===== config.mk =====
export PLATFORM = sky130hd
export DESIGN_NAME = pfa_cell
export DESIGN_NICKNAME = d
export VERILOG_FILES = /design/src/rtl/pfa_pkg.sv /design/src/rtl/pfa_cell.sv
export SDC_FILE = /design/constraint.sdc
export NUM_CORES = 1
export LEC_CHECK = 0
export BUFFER_PORTS_ARGS = -buffer_cell sky130_fd_sc_hd__buf_2
export CORE_MARGIN = 2
export CORE_UTILIZATION = 47
export DETAILED_ROUTE_END_ITERATION = 16
export PLACE_DENSITY = 0.82
export SLEW_MARGIN = 20
export SYNTH_ARGS = -nofsm -noshare
export SYNTH_HDL_FRONTEND = slang
export SYNTH_SLANG_ARGS = --single-unit

===== constraint.sdc =====
create_clock -name clk_i -period 1.6 [get_ports clk_i]
set_input_delay 0.32 -clock clk_i [delete_from_list [all_inputs] [get_ports clk_i]]
set_output_delay 0.32 -clock clk_i [all_outputs]
set_load 0.02 [all_outputs]

===== src/rtl/pfa_pkg.sv =====
// Package with the shared types and constants of the page frame allocator.
package pfa_pkg;

  localparam int PID_IN_W = 8;
  localparam int VPAGE_W  = 20;
  localparam int FRAME_W  = 9;
  localparam int COUNT_W  = 10;
  localparam logic [COUNT_W-1:0] COUNT_MAX = 10'd1023;

  typedef enum logic [1:0] {
    CMD_ALLOC  = 2'd0,
    CMD_ASSIGN = 2'd1,
    CMD_FREE   = 2'd2,
    CMD_MARK   = 2'd3
  } pfa_cmd_e;

  // One frame table entry, without the owner whose width is a parameter.
  typedef struct packed {
    logic               used;
    logic               is_table;
    logic [VPAGE_W-1:0] vpage;
  } pfa_entry_t;

  // Result handed from the scan unit to the top level ports.
  typedef struct packed {
    logic               valid;
    logic [FRAME_W-1:0] alloc_frame;
    logic               status;
    logic [COUNT_W-1:0] released;
    logic [COUNT_W-1:0] tables;
  } pfa_result_t;

endpackage


===== src/rtl/pfa_cell.sv =====
// One cell of the rotating frame table: holds one entry and passes it on.
module pfa_cell #(
  parameter int PID_WIDTH = 8
) (
  input  logic                 clk_i,
  input  logic                 rst_ni,
  input  logic                 shift_i,
  input  pfa_pkg::pfa_entry_t  entry_i,
  input  logic [PID_WIDTH-1:0] owner_i,
  output pfa_pkg::pfa_entry_t  entry_o,
  output logic [PID_WIDTH-1:0] owner_o
);

  pfa_pkg::pfa_entry_t  entry_d, entry_q;
  logic [PID_WIDTH-1:0] owner_d, owner_q;

  assign entry_d = entry_i;
  assign owner_d = owner_i;

  // The table is defined as all zero after reset, so every cell clears.
  always_ff @(posedge clk_i or negedge rst_ni) begin
    if (!rst_ni) begin
      entry_q <= '0;
      owner_q <= '0;
    end else if (shift_i) begin
      entry_q <= entry_d;
      owner_q <= owner_d;
    end
  end

  assign entry_o = entry_q;
  assign owner_o = owner_q;

endmodule


==> summary.txt <==
Synth top area share = 0.608
CTS HTree Levels = 2
FMAX = 829 MHz
Critical-path cell list = buf_2
Fin util = 0.658
Wire length per cell = 13.8 um
Post-DP HPWL = 1.61 mm
Pwr Total = 1.72 mW
Power Dens Cells = 1060 mW/mm^2
Pre-CTS WS = 0.475 ns
Post-route cell area = 0.00163 mm^2
Synth cell count leaders = dfrtp_1, mux2_4, buf_6
Post-synth EDFFs = 0
Final net count = 163
Status = complete, no violations
Smallest hold slack = 0.00336 ns
Post-route antenna net violation count = 0
Die Area = 0.00305 mm^2
Reg2reg path depth = 1
Seq/Total Area, Yosys = 0.608
1st-iter DRT viols = 2
Setup ws final = 0.393 ns
Primary FF master, synth = dfrtp_1
Clk slew on worst S/H paths = 0.09 ns
Slew @ Worst Pin = 0.628 ns
DRT Wirelength = 2.22 mm
Port buffer count = 62
Synth area leader = dfrtp_1
Dpl cells = 153
Unrepaired setup endpoints after global routing = false
Vias in the first global route = 814
Leakage = 0.886 nW
Fin Setup TNS = 0 ns
Final setup fails = 0
Post-Layout Cell Count = 161
Largest net degree at the start of global routing = 31
Hold buffers post-CTS = 0
Num Clock Sinks = 30
Top cells by area, synth = dfrtp_1, mux2_4, buf_6
Chip width = 55.3 um
Core area = 0.00248 mm^2
Mean cell area of the mapped netlist = 19.6 um^2
Cell Rows = 18
Post-cts sizing count = 0
CP peak stage delay = 0.40 ns
Critical path's top delay family = flip-flops
Initial antenna violation count = 0
Fill cells = 204
Critical Path RT = 1.28 ns
Synth Register Bits = 30
First-pass GRT wire length = 3.71 mm
Max VDD drop = 0.739 mV
CP max FO = 2
Placed Instance Area = 0.00157 mm^2
Slowest cell on the critical path = dfrtp_1
Tot GR Track Use = 0.158
Synth async-reset ratio = 1.00
Post-Synthesis Net Count = 96
Relative slew slack = 0.581
Hold WC Path Type = input port to asynchronous set/reset pin
CTS max path bufs = 2
Cell count after synthesis = 63
Tmin final = 1.21 ns
Fin crit share = 0.754
Crit path buf inv count = 1
Worst EP arrival = 0.89 ns
Vias per std cell = 4.72
Area grow syn2layout = 31.9%
Starting Density = 0.498
Ports = 63
Yosys cell types = 3
CTS tree = yes
Clock Latency Late Sink = 0.32 ns
Syn Std Cell Area = 0.00123 mm^2
Clock root cell = clkbuf_4
Maxcap violations = 0
Die height = 55.3 um
Num CTS Buffers = 5
DR pass1 iterations = 2
Total grt overflow = 0
Via Count = 760
Kind of critical path = flop to primary output
Antenna Cells = 0
Slew Limit Fails = 0
Setup Skew = 0 ns
# DRC = 0
Critical Path Source Type = flop
Synth warnings = 0
Gpl congestion = 0.746
Share of layout cells above drive strength 1 = 0.763
WP depth = 1
Capturing element type of the critical path = primary output
Hold Vio Cnt, Final = 0
Setup bufs post-CTS = 0
[layout by cell type, fill, tap and decap left out, drive strengths merged]
cell type  netlist  routed
buf              3      63
mux2            30      30
dfrtp           30      30
clkbuf           0       7
clkinv           0       1
[layer usage]
| layer | vias up | wire length [um] | track usage |
|---|---|---|---|
| li1 | 352 | - | - |
| met1 | 365 | 923 | 0.194 |
| met2 | 41 | 1050 | 0.245 |
| met3 | 2 | 223 | 0.0820 |
| met4 | 0 | 18 | 0.0418 |
| met5 | - | 0 | 0 |
[flip-flops by register name (all words and copies together), names as in the netlist]
name and flops:
entry_o 22, owner_o 8
[logic make-up after synthesis]
kind of cell	synth area share
buffers and inverters	0.0274
flip-flops	0.608
multiplexers	0.365
[path summary, 6_finish.rpt]
| path | startpoint | to | slack (ns) |
|---|---|---|---|
| worst max-delay path | owner_o[2] | owner_o[2] | 0.39 |
| worst min-delay path | rst_ni | owner_o[2] | 0.003 |
| worst max register to register | entry_o[9] | entry_o[9] | 0.82 |
| worst min register to register | entry_o[21] | entry_o[21] | 0.51 |
| max in group asynchronous | rst_ni | entry_o[21] | 1.18 |
| min in group clk_i | entry_i[2] | entry_o[2] | 0.22 |
[area by class of cell]
class	count	area, um^2	area share
Sequential cell	30	751	0.461
Multi-Input combinational cell	30	450	0.276
Clock inverter	1	5.00	0.00307
Timing Repair Buffer	63	330	0.203
Tap cell	30	37.5	0.0230
Clock buffer	7	55.1	0.0338
[power by group]
part	switching [mW]	internal (mW)
sequential	0.0416	0.834
combinational	0.190	0.195
clock	0.248	0.213
total	0.479	1.24
(Power assumes the default switching activity.)
