`src/rtl/pfa_pkg.sv`:
```
// Package with the shared types and constants of the page frame allocator.
package pfa_pkg;

  localparam int PID_IN_W = 8;
  localparam int VPAGE_W  = 20;
  localparam int FRAME_W  = 9;
  localparam int COUNT_W  = 10;
  localparam logic [COUNT_W-1:0] COUNT_MAX = 10'd1023;

  typedef enum logic [1:0] {
    CMD_ALLOC  = 2'd0,
    CMD_ASSIGN = 2'd1,
    CMD_FREE   = 2'd2,
    CMD_MARK   = 2'd3
  } pfa_cmd_e;

  // One frame table entry, without the owner whose width is a parameter.
  typedef struct packed {
    logic               used;
    logic               is_table;
    logic [VPAGE_W-1:0] vpage;
  } pfa_entry_t;

  // Result handed from the scan unit to the top level ports.
  typedef struct packed {
    logic               valid;
    logic [FRAME_W-1:0] alloc_frame;
    logic               status;
    logic [COUNT_W-1:0] released;
    logic [COUNT_W-1:0] tables;
  } pfa_result_t;

endpackage

```
`src/rtl/pfa_scan.sv`:
```
// Scan unit: applies the current command to the entry leaving the head cell.
module pfa_scan #(
  parameter int FRAME_COUNT = 512,
  parameter int PID_WIDTH   = 8
) (
  input  logic                              clk_i,
  input  logic                              rst_ni,
  input  logic                              start_i,
  input  pfa_pkg::pfa_cmd_e                 cmd_i,
  input  logic [pfa_pkg::PID_IN_W-1:0]      owner_pid_i,
  input  logic [pfa_pkg::VPAGE_W-1:0]       virtual_page_i,
  input  logic [pfa_pkg::FRAME_W-1:0]       frame_index_i,
  input  pfa_pkg::pfa_entry_t               head_entry_i,
  input  logic [PID_WIDTH-1:0]              head_owner_i,
  output pfa_pkg::pfa_entry_t               tail_entry_o,
  output logic [PID_WIDTH-1:0]              tail_owner_o,
  output logic                              shift_o,
  output logic                              busy_o,
  output pfa_pkg::pfa_result_t              result_o
);

  localparam int IdxW = (FRAME_COUNT > 1) ? $clog2(FRAME_COUNT) : 1;
  localparam int CmpW = (IdxW > pfa_pkg::FRAME_W) ? IdxW : pfa_pkg::FRAME_W;
  localparam logic [IdxW-1:0] LastStep = IdxW'(FRAME_COUNT - 1);

  logic                          busy_q;
  logic [IdxW-1:0]               step_q;
  logic                          res_valid_q;
  pfa_pkg::pfa_cmd_e             cmd_q;
  logic [PID_WIDTH-1:0]          pid_q;
  logic [pfa_pkg::VPAGE_W-1:0]   vpage_q;
  logic [pfa_pkg::FRAME_W-1:0]   fidx_q;
  logic                          found_d, found_q;
  logic [pfa_pkg::FRAME_W-1:0]   grant_d, grant_q;
  logic [pfa_pkg::COUNT_W-1:0]   rel_d, rel_q;
  logic [pfa_pkg::COUNT_W-1:0]   tab_d, tab_q;
  logic [pfa_pkg::FRAME_W-1:0]   res_frame_q;
  logic                          res_status_q;
  logic [pfa_pkg::COUNT_W-1:0]   res_rel_q;
  logic [pfa_pkg::COUNT_W-1:0]   res_tab_q;
  logic                          accept;
  logic                          last_step;
  logic                          index_hit;
  logic                          owner_hit;

  assign accept    = start_i && !busy_q;
  assign last_step = busy_q && (step_q == LastStep);
  assign index_hit = (CmpW'(fidx_q) == CmpW'(step_q));
  assign owner_hit = head_entry_i.used && (head_owner_i == pid_q);

  always_comb begin
    tail_entry_o = head_entry_i;
    tail_owner_o = head_owner_i;
    found_d      = found_q;
    grant_d      = grant_q;
    rel_d        = rel_q;
    tab_d        = tab_q;
    case (cmd_q)
      pfa_pkg::CMD_ALLOC: begin
        if (!found_q && !head_entry_i.used) begin
          tail_entry_o.used = 1'b1;
          found_d           = 1'b1;
          grant_d           = pfa_pkg::FRAME_W'(step_q);
        end
      end
      pfa_pkg::CMD_ASSIGN: begin
        if (index_hit) begin
          tail_owner_o       = pid_q;
          tail_entry_o.vpage = vpage_q;
        end
      end
      pfa_pkg::CMD_FREE: begin
        if (owner_hit) begin
          if (rel_q != pfa_pkg::COUNT_MAX) begin
            rel_d = rel_q + 1'b1;
          end
          if (head_entry_i.is_table && (tab_q != pfa_pkg::COUNT_MAX)) begin
            tab_d = tab_q + 1'b1;
          end
          tail_entry_o = '0;
          tail_owner_o = '0;
        end
      end
      pfa_pkg::CMD_MARK: begin
        if (index_hit) begin
          tail_owner_o          = pid_q;
          tail_entry_o.is_table = 1'b1;
        end
      end
      default: begin
      end
    endcase
  end

  always_ff @(posedge clk_i or negedge rst_ni) begin
    if (!rst_ni) begin
      busy_q      <= 1'b0;
      step_q      <= '0;
      res_valid_q <= 1'b0;
    end else begin
      res_valid_q <= last_step;
      if (accept) begin
        busy_q <= 1'b1;
        step_q <= '0;
      end else if (busy_q) begin
        step_q <= step_q + 1'b1;
        if (last_step) begin
          busy_q <= 1'b0;
        end
      end
    end
  end

  always_ff @(posedge clk_i) begin
    if (accept) begin
      cmd_q   <= cmd_i;
      pid_q   <= PID_WIDTH'(owner_pid_i);
      vpage_q <= virtual_page_i;
      fidx_q  <= frame_index_i;
      found_q <= 1'b0;
      grant_q <= '0;
      rel_q   <= '0;
      tab_q   <= '0;
    end else if (busy_q) begin
      found_q <= found_d;
      grant_q <= grant_d;
      rel_q   <= rel_d;
      tab_q   <= tab_d;
    end
    if (last_step) begin
      res_frame_q  <= (cmd_q == pfa_pkg::CMD_ALLOC) ? grant_d : '0;
      res_status_q <= (cmd_q == pfa_pkg::CMD_ALLOC) && !found_d;
      res_rel_q    <= rel_d;
      res_tab_q    <= tab_d;
    end
  end

  assign shift_o              = busy_q;
  assign busy_o               = busy_q;
  assign result_o.valid       = res_valid_q;
  assign result_o.alloc_frame = res_frame_q;
  assign result_o.status      = res_status_q;
  assign result_o.released    = res_rel_q;
  assign result_o.tables      = res_tab_q;

  a_result_after_scan: assert property (@(posedge clk_i) disable iff (!rst_ni)
    $fell(busy_q) |-> res_valid_q)
    else $error("scan ended without a result strobe");

  a_result_not_busy: assert property (@(posedge clk_i) disable iff (!rst_ni)
    res_valid_q |-> !busy_q)
    else $error("result strobe while a scan is running");

  a_scan_starts_on_accept: assert property (@(posedge clk_i) disable iff (!rst_ni)
    (busy_q && (step_q == '0)) |-> $past(start_i && !busy_q))
    else $error("scan at first entry without an accepted transaction");

  a_oom_no_counts: assert property (@(posedge clk_i) disable iff (!rst_ni)
    (res_valid_q && res_status_q) |-> ((res_rel_q == '0) && (res_tab_q == '0)))
    else $error("out-of-memory result carries release counts");

  a_tables_within_released: assert property (@(posedge clk_i) disable iff (!rst_ni)
    res_valid_q |-> (res_tab_q <= res_rel_q))
    else $error("more page tables released than frames");

endmodule
```
`config.mk`:
```
export PLATFORM = sky130hd
export DESIGN_NAME = pfa_scan
export DESIGN_NICKNAME = d
export VERILOG_FILES = /design/src/rtl/pfa_pkg.sv /design/src/rtl/pfa_scan.sv
export SDC_FILE = /design/constraint.sdc
export NUM_CORES = 1
export LEC_CHECK = 0
export BUFFER_PORTS_ARGS = -buffer_cell sky130_fd_sc_hd__buf_2
export CAP_MARGIN = 15
export CELL_PAD_IN_SITES_DETAIL_PLACEMENT = 1
export CELL_PAD_IN_SITES_GLOBAL_PLACEMENT = 2
export CORE_MARGIN = 2
export CORE_UTILIZATION = 25
export DETAILED_ROUTE_END_ITERATION = 6
export HOLD_SLACK_MARGIN = 0.08
export PLACE_DENSITY_LB_ADDON = 0.15
export REMOVE_ABC_BUFFERS = 1
export SETUP_SLACK_MARGIN = 0.5
export SLEW_MARGIN = 20
export SYNTH_ARGS = -nofsm -noshare
export SYNTH_HDL_FRONTEND = slang
export SYNTH_SLANG_ARGS = --single-unit
```
`constraint.sdc`:
```
create_clock -name clk_i -period 5.05 [get_ports clk_i]
set_clock_uncertainty 0.2 [all_clocks]
set_input_delay 0.7575 -clock clk_i [delete_from_list [all_inputs] [get_ports clk_i]]
set_output_delay 0.7575 -clock clk_i [all_outputs]
set_load 0.02 [all_outputs]
```
==> metrics <==
CTS Root Cell=clkbuf_16; Skew-Pair Late Insertion Delay=about 0.35 ns; peak supply drop=roughly 0.2 mV; most frequent cell after synthesis=edfxtp_1; Worst Tran Pin Value=roughly 0.80 ns; vias in the first global route=just over 4,000; Routed WL per cell=roughly 17 um; Largest delay share family, worst path=compound AO/OA/AOI/OAI gates; Max clock buf depth=2; # resized after CTS=0; Syn Inst Count=around 450; Final Max Slew Viols=0; Core Area=just over 20,000 um^2; Final Cycle Share=a little under three quarters; Vias=a little under 4,000; CTS tree=built; die width=around 150 um; Post-synth top flop=edfxtp_1; leakage power=0.00262 uW; kind of critical path=flip-flop to primary output; Synth Register Bits=between 100 and 150; DIE AREA=~22,000 um^2; initial antenna violation count=1; Rows=between 50 and 60; Sink Count=110; RSZ-0062 raised after global routing=false; Pre-Repair DR Iteration Count=4; worst min-delay path class=flip-flop to flip-flop; GP Congestion=0.773; Global Route Usage Sum=a little over an eighth; Residual DRC=0; Hold Vio Cnt, Final=0; Syn Area/Cell=roughly 12 um^2; synthesis-to-layout area growth=23.2%; grt ovf=0; synth unique cells=51; Worst EP arrival=2.62 ns; CP Data Required Time=~4.1 ns; Netlist Area Pre-Place=between 5000 and 6000 um^2; port bufs=between 100 and 150; met1 wire length=~6800 um; CP Capture Type=primary output; Cell Pwr Density=approximately 380 nW/um^2; FMAX=about 280 MHz; total CTS buffers=9; Post-Route WL=around 14,000 um; relative slew slack=approximately 47%; post-synthesis async set-or-reset flop share=~10%; ANT nets after route=0; Yosys top cell by area=edfxtp_1; Final Critical Period=3.58 ns; H-tree depth=3; nets=648; antenna cell count=0; Die Y=approximately 150 um; vias per inst=between 4 and 5; clk slew on worst S/H paths=0.08 ns; EDFF count, synth=just under 70; placed cell count=between 800 and 900; Max Cap Viol=0; setup TNS=0 ns; WL met3=~960 um; ranking of synthesized cells by area=edfxtp_1 40%, dfxtp_1 11%, dfrtp_1 5.3%, a22o_1 4.9%, xnor2_1 3.0%; final non-filler cell total=~840; worst path bufs/invs=1; critical-path cell list=xor2_2 > nor4_4 > nand4_2 > a221o_1 > a22o_1 > buf_2; crit-path max FO=20; post-DP HPWL=approximately 10,000 um; final-report setup violation count=0; num ports=between 100 and 150; CP max stage delay=just over 0.6 ns; share of the synthesized area in the top cell type=a little under 40%; layout cells sized above 1=roughly a third; sequential-to-total area share from yosys stat=~56%; Iter 0 DRT Violations=~170; Max Used Layer=met4; metal2 WL=around 6400 um; final core occ=around a third; largest net degree at the start of global routing=42; Post-synth top cells=69 x edfxtp_1, 36 x nand2_1, 34 x nor2_1; outcome=complete, no violations; first-pass GRT wire length=around 23,000 um; Critical-path top delay cell=a221o_1; Ys Warns=0; Starting Density=between 20% and 30%; CP startpoint kind=flip-flop; Hold Slack=~0.30 ns
-- logic make-up after synthesis --
family | synth area share, %
buffers and inverters | 4.00
and+or+nand+nor | 15.6
DFF | 56.4
adders and majority gates | 1.92
muxes | 2.97
AOI/OAI and AO/OA | 13.5
xor gates and xnor gates | 5.65
-- report_power, final --
group | internal (uW) | switching (uW) | total, uW | leakage [uW]
logic | 210 | 211 | 421 | 0.00148
registers | 1070 | 148 | 1220 | 0.000992
clock network | 436 | 344 | 781 | 0.000150
total | 1710 | 704 | 2420 | 0.00262
-- cells in the final DEF (no fill, tap or decap), types with 5 or more instances in the layout --
cell type / count
nand4_1: 15
a21oi_1: 13
edfxtp_1: 69
dfxtp_1: 30
o21ai_0: 7
clkbuf_16: 9
a31o_2: 13
and3_1: 12
ha_1: 8
buf_4: 5
inv_1: 10
mux2i_1: 11
buf_2: 134
nand3_1: 15
and2_1: 11
nand2_1: 36
o2bb2ai_1: 5
xor2_1: 12
dfrtp_1: 11
and4_1: 5
a22o_1: 29
xnor2_1: 18
o211ai_1: 5
nor2_1: 34
nor4_1: 7
-- path summary, 6_finish.rpt --
path	startpoint	to	slack (ns)	cells after the start
max	step_q[3]$_DFFE_PN0P_	tail_entry_o[13]	1.47	6
min	grant_q[0]$_SDFFE_PP0P_	grant_q[0]$_SDFFE_PP0P_	0.30	1
max reg2reg	tab_q[1]$_SDFFE_PP0P_	res_tab_q[1]$_DFFE_PP_	2.46	6
min reg2reg	grant_q[0]$_SDFFE_PP0P_	grant_q[0]$_SDFFE_PP0P_	0.30	1
max in group asynchronous	rst_ni	step_q[5]$_DFFE_PN0P_	3.80	2
min in group asynchronous	rst_ni	res_valid_q$_DFF_PN0_	0.61	2
-- worst register-to-register path: cells and delay by family, from the launching register on --
family / cells / cell delay [ns]
AND/OR/NAND/NOR: 4 / 1.19
multiplexers: 1 / 0.38
adder cells (fa/ha/maj): 1 / 0.21
flip-flops: 1 / 0.35
-- cell type report --
| type | instances | area, um^2 |
|---|---|---|
| inverters | 11 | 41.3 |
| flip-flops and latches | 110 | 2950 |
| clock inverters | 7 | 96.3 |
| multi-input cells | 296 | 2070 |
| clock buffers | 9 | 225 |
| repair buffers | 140 | 718 |
| fillers | 2278 | 13900 |
| well taps | 270 | 338 |
-- per-layer routing --
metal / track usage [%] / up-vias
met5: 0 / -
met2: 21.1 / 128
li1: - / 1917
met4: 3.29 / 0
met1: 17.9 / 1893
met3: 3.77 / 10
-- state kept, by name (all words and copies together) (netlist names) --
| name | count |
|---|---|
| vpage_q | 20 |
| rel_q | 10 |
| res_rel_q | 10 |
| res_tab_q | 10 |
| tab_q | 10 |
| fidx_q | 9 |
| grant_q | 9 |
| res_frame_q | 9 |
| step_q | 9 |
| pid_q | 8 |
| cmd_q | 2 |
| busy_o | 1 |
| found_q | 1 |
| res_status_q | 1 |
| res_valid_q | 1 |
-- timing repair --
action | 4_1_cts | 5_1_grt
hold buffers | 1 | 0
hold endpoints to repair | 1 | 0
setup buffers | 0 | 0
-- metrics by stage --
step,setup WS [ns],total power [uW],cell area [um^2]
3_5_place_dp,1.51,1670,6100
2_1_floorplan,1.96,1510,5060
4_1_cts,1.41,2460,6440
5_1_grt,1.31,2560,6440
3_3_place_gp,1.58,1650,6100
6_report,1.47,2420,6440
(Power assumes the default switching activity.)
